File: src/rtl/csm_pkg.sv
// ----------------------------------------------------------------------------
// csm_pkg
// Shared constants and types for the contiguous subsequence match block.
// ----------------------------------------------------------------------------
package csm_pkg;

  localparam int MAX_PATTERN = 128;
  localparam int VALUE_BITS  = 32;

  // element port width is fixed, compare at most that many bits
  localparam int DATA_W = 32;
  localparam int CMP_W  = (VALUE_BITS < DATA_W) ? VALUE_BITS : DATA_W;

  localparam int IDX_W = (MAX_PATTERN > 1) ? $clog2(MAX_PATTERN) : 1;
  localparam int LEN_W = $clog2(MAX_PATTERN + 1);

  // element kinds carried on tuser
  localparam logic OP_PATTERN = 1'b0;
  localparam logic OP_TEXT    = 1'b1;

  // broadcast to every cell of the chain
  typedef struct packed {
    logic             write;  // store value into the cell at wr_idx
    logic             text;   // advance the match bits with value
    logic             clear;  // drop all partial matches
    logic [IDX_W-1:0] wr_idx;
    logic [CMP_W-1:0] value;
  } csm_ctrl_t;

endpackage

File: src/rtl/csm_cell.sv
// ----------------------------------------------------------------------------
// csm_cell
// One pattern position: holds its element, an end-of-pattern mark and the
// match bit of the prefix ending here, taking the neighbour's bit on each text element.
// ----------------------------------------------------------------------------
module csm_cell (
  input  logic                      clk,
  input  logic                      rst,
  input  logic [csm_pkg::IDX_W-1:0] index,
  input  csm_pkg::csm_ctrl_t        ctrl,
  input  logic                      prev_match,
  output logic                      match,
  output logic                      hit
);

  logic [csm_pkg::CMP_W-1:0] element;
  logic                      tail;
  logic                      match_next;
  logic                      selected;

  assign selected   = (ctrl.wr_idx == index);
  assign match_next = prev_match && (element == ctrl.value);
  // whole pattern ends at this text transaction
  assign hit        = ctrl.text && tail && match_next;

  always_ff @(posedge clk) begin
    if (ctrl.write && selected) begin
      element <= ctrl.value;
    end
  end

  always_ff @(posedge clk) begin
    if (rst) begin
      tail  <= 1'b0;
      match <= 1'b0;
    end else begin
      if (ctrl.write) begin
        tail <= selected;
      end
      if (ctrl.clear) begin
        match <= 1'b0;
      end else if (ctrl.text) begin
        match <= match_next;
      end
    end
  end

endmodule
File: config.mk
export PLATFORM = sky130hd
export DESIGN_NAME = csm_cell
export DESIGN_NICKNAME = d
export VERILOG_FILES = /design/src/rtl/csm_pkg.sv /design/src/rtl/csm_cell.sv
export SDC_FILE = /design/constraint.sdc
export NUM_CORES = 1
export LEC_CHECK = 0
export BUFFER_PORTS_ARGS = -buffer_cell sky130_fd_sc_hd__buf_2
export CAP_MARGIN = 40
export CORE_MARGIN = 8
export CORE_UTILIZATION = 45
export CTS_BUF_LIST = sky130_fd_sc_hd__clkbuf_4
export CTS_CLUSTER_SIZE = 16
export DETAILED_ROUTE_END_ITERATION = 12
export PLACE_DENSITY_LB_ADDON = 0.25
export SYNTH_ARGS = -nofsm -noshare
export SYNTH_HDL_FRONTEND = slang
export SYNTH_SLANG_ARGS = --single-unit
File: constraint.sdc
create_clock -name clk -period 2.7 [get_ports clk]
set_input_delay 0.54 -clock clk [delete_from_list [all_inputs] [get_ports clk]]
set_output_delay 0.54 -clock clk [all_outputs]
set_load 0.02 [all_outputs]
==> metrics.md <==
| Metric | Value |
|---|---|
| Post-Route Setup TNS | `0 ns` |
| Post-route clock skew | `0.0129 ns` |
| Final Hold Slack | `about 0.38 ns` |
| First-pass GRT wire length | `approximately 4.9 mm` |
| Finished Core Util | `about three fifths` |
| Final hold vios | `0` |
| Clock Tree Buf Depth | `2` |
| Max cap viols | `0` |
| Mapped Area | `~0.0015 mm^2` |
| Area Growth Syn to Fin | `27.1%` |
| Initial DRC Count | `26` |
| Pins Over Slew Limit | `0` |
| Cells taking the most area after synthesis | `edfxtp_1, xnor2_1, nand4_1` |
| Reg clk slew, reported paths | `~0.090 ns` |
| Non-filler cells, final | `201` |
| Most frequent cells in the layout | `buf_2, xnor2_1, edfxtp_1, nand4_1, clkbuf_4` |
| Outcome | `finished, final reports clean` |
| CP Data Required Time | `2.16 ns` |
| Slew at the pin closest to its max-slew limit | `roughly 0.42 ns` |
| WL final | `2.94 mm` |
| Share of the synthesized area in the top cell type | `approximately two thirds` |
| Relative slew slack | `71.9%` |
| Synth unique cells | `15` |
| Vias/cell | `4.69` |
| Pwr dens | `approximately 510 mW/mm^2` |
| Die width | `73.2 um` |
| Critical path peak fanout | `2` |
| Leakage | `0.674 nW` |
| Clock tree root buffer cell | `clkbuf_4` |
| Crit-path slowest cell | `nor4_1` |
| CTS tree | `built` |
| Crit-path cells | `xnor2_1, nand4_1, nor4_1, and4_2, buf_2` |
| Average wire per standard cell | `between 10 and 15 um` |
| Row cnt | `20` |
| Fin crit share | `89.7%` |
| Clk_lat worst skew | `about 0.33 ns` |
| HPWL Detailed | `around 2.5 mm` |
| Drc violations | `0` |
| Gp weighted congestion | `about 0.70` |
| YS warnings | `0` |
| Avg Inst Size Synth | `roughly 16 um^2` |
| Remaining global-route overflow | `0` |
| Total CTS buffers | `5` |
| Layout cell share with drive strength beyond 1 | `42.0%` |
| Setup crit start kind | `flop` |
| Core area | `slightly above 0.003 mm^2` |
| Vias in the first global route | `1117` |
| Final ANT Viol Nets | `0` |
| RSZ-0062 raised after global routing | `false` |
| Syn_nets | `146` |
| Final Critical Period | `about 2.4 ns` |
| GRT Overall Usage | `between 10% and 20%` |
| Initial core utilization | `47.8%` |
| Most common cell after layout, fill and taps aside | `buf_2` |
| Highest Clock Rate | `~0.41 GHz` |
| Die Y | `~73 um` |
| Final total power | `between 0.0009 and 0.001 W` |
| Post-CTS sizing | `0` |
| Postcts setup bufs | `0` |
| Fillers | `between 200 and 300` |
| Register area share after synthesis | `between 60% and 70%` |
| CP Data Arrival Time | `about 1.9 ns` |
| Crit end category | `output port` |
| Antenna cells | `0` |
| IO Pins | `54` |
| #FFs+latches synth | `34` |
| NumNets Final | `roughly 210` |
| Via Count | `943` |
| Critical path type | `reg2out` |
| H-tree levels | `2` |
| Hold WC Path Type | `in2reg` |
| DIE AREA | `~0.0054 mm^2` |
| CP max stage delay | `approximately 0.44 ns` |
| Hold buffer count at cts | `0` |
| # port buffers | `between 50 and 60` |
| TritonCTS Sinks | `34` |
| Largest area contributor in the netlist | `edfxtp_1` |
| Maximum vdd drop | `around 260 uV` |
| 1st-pass router iterations | `3` |
| Final-report setup violation count | `0` |
| Inst Count DP | `slightly below 200` |
| Largest net degree at the start of global routing | `18` |
| Initial antenna violation count | `0` |
| Syn Inst Count | `94` |
==> kinds of logic (layout without fill, tap and decap cells) <==
logic type | count (synthesis) | count (layout) | synth area share, %
flops | 34 | 34 | 68.1
simple gates | 18 | 18 | 7.66
compound gates | 2 | 2 | 0.766
buf+inv | 1 | 64 | 0.255
xor+xnor | 39 | 39 | 23.2
==> final timing paths <==
kind	from	endpoint	slack [ns]	cells past startpoint
setup reg to reg	element[8]$_DFFE_PP_	match$_SDFFE_PP0P_	1.25	5
hold / removal	ctrl[39]	match$_SDFFE_PP0P_	0.38	2
setup / recovery	element[8]$_DFFE_PP_	hit	0.28	5
hold reg to reg	tail$_SDFFE_PP0P_	tail$_SDFFE_PP0P_	0.52	2
==> layer usage <==
layer	up-vias	GRT usage, %	part of all wire [%]
li1	469	-	-
met1	431	13.0	40
met2	36	20.0	50
met3	7	5.49	7.8
met4	0	6.67	2.4
met5	-	0	0
==> critical path: cells and delay by family (launching register included) <==
| family | cells | cell delay, ns |
|---|---|---|
| XOR/XNOR | 1 | 0.15 |
| buffers and inverters | 1 | 0.17 |
| flip-flops | 1 | 0.39 |
| AND/OR/NAND/NOR | 3 | 0.84 |
==> sequential cells by signal (all words and copies together), names as in the netlist <==
signal,flops
element,32
match,1
tail,1
==> cell type report <==
cell class | count | area, um^2 | area share (%)
sequential | 34 | 1000 | 53.6
multi-input combinational | 59 | 468 | 25.1
timing repair buffer | 55 | 280 | 15.0
clock buffer | 8 | 60.1 | 3.22
tap | 44 | 55.1 | 2.95
inverter | 1 | 3.75 | 0.201
==> metrics by stage <==
| stage | setup slack (ns) | cell area, um^2 |
|---|---|---|
| global placement | 0.413 | 1810 |
| floorplan | 0.0947 | 1470 |
| CTS | 0.227 | 1870 |
| detailed placement | 0.339 | 1810 |
| finish | 0.279 | 1870 |
| global route | 0.122 | 1870 |
==> synth_stat cells <==
master	count
nor2b_1	1
xnor2_1	36
dfxtp_1	2
inv_1	1
nor2_1	2
nor4_1	2
a21oi_1	1
nand4_1	9
and4_2	1
nor3_1	1
a31oi_1	1
nor3_2	1
xor2_1	3
edfxtp_1	32
nand3_1	1
==> power breakdown <==
part	total [W]	leakage (nW)	internal, W	switching, W
registers	0.000580	0.304	0.000579	0.00000148
logic	0.0000896	0.334	0.0000523	0.0000373
clock network	0.000285	0.0368	0.000134	0.000151
Power figures use the tool's default switching activity.
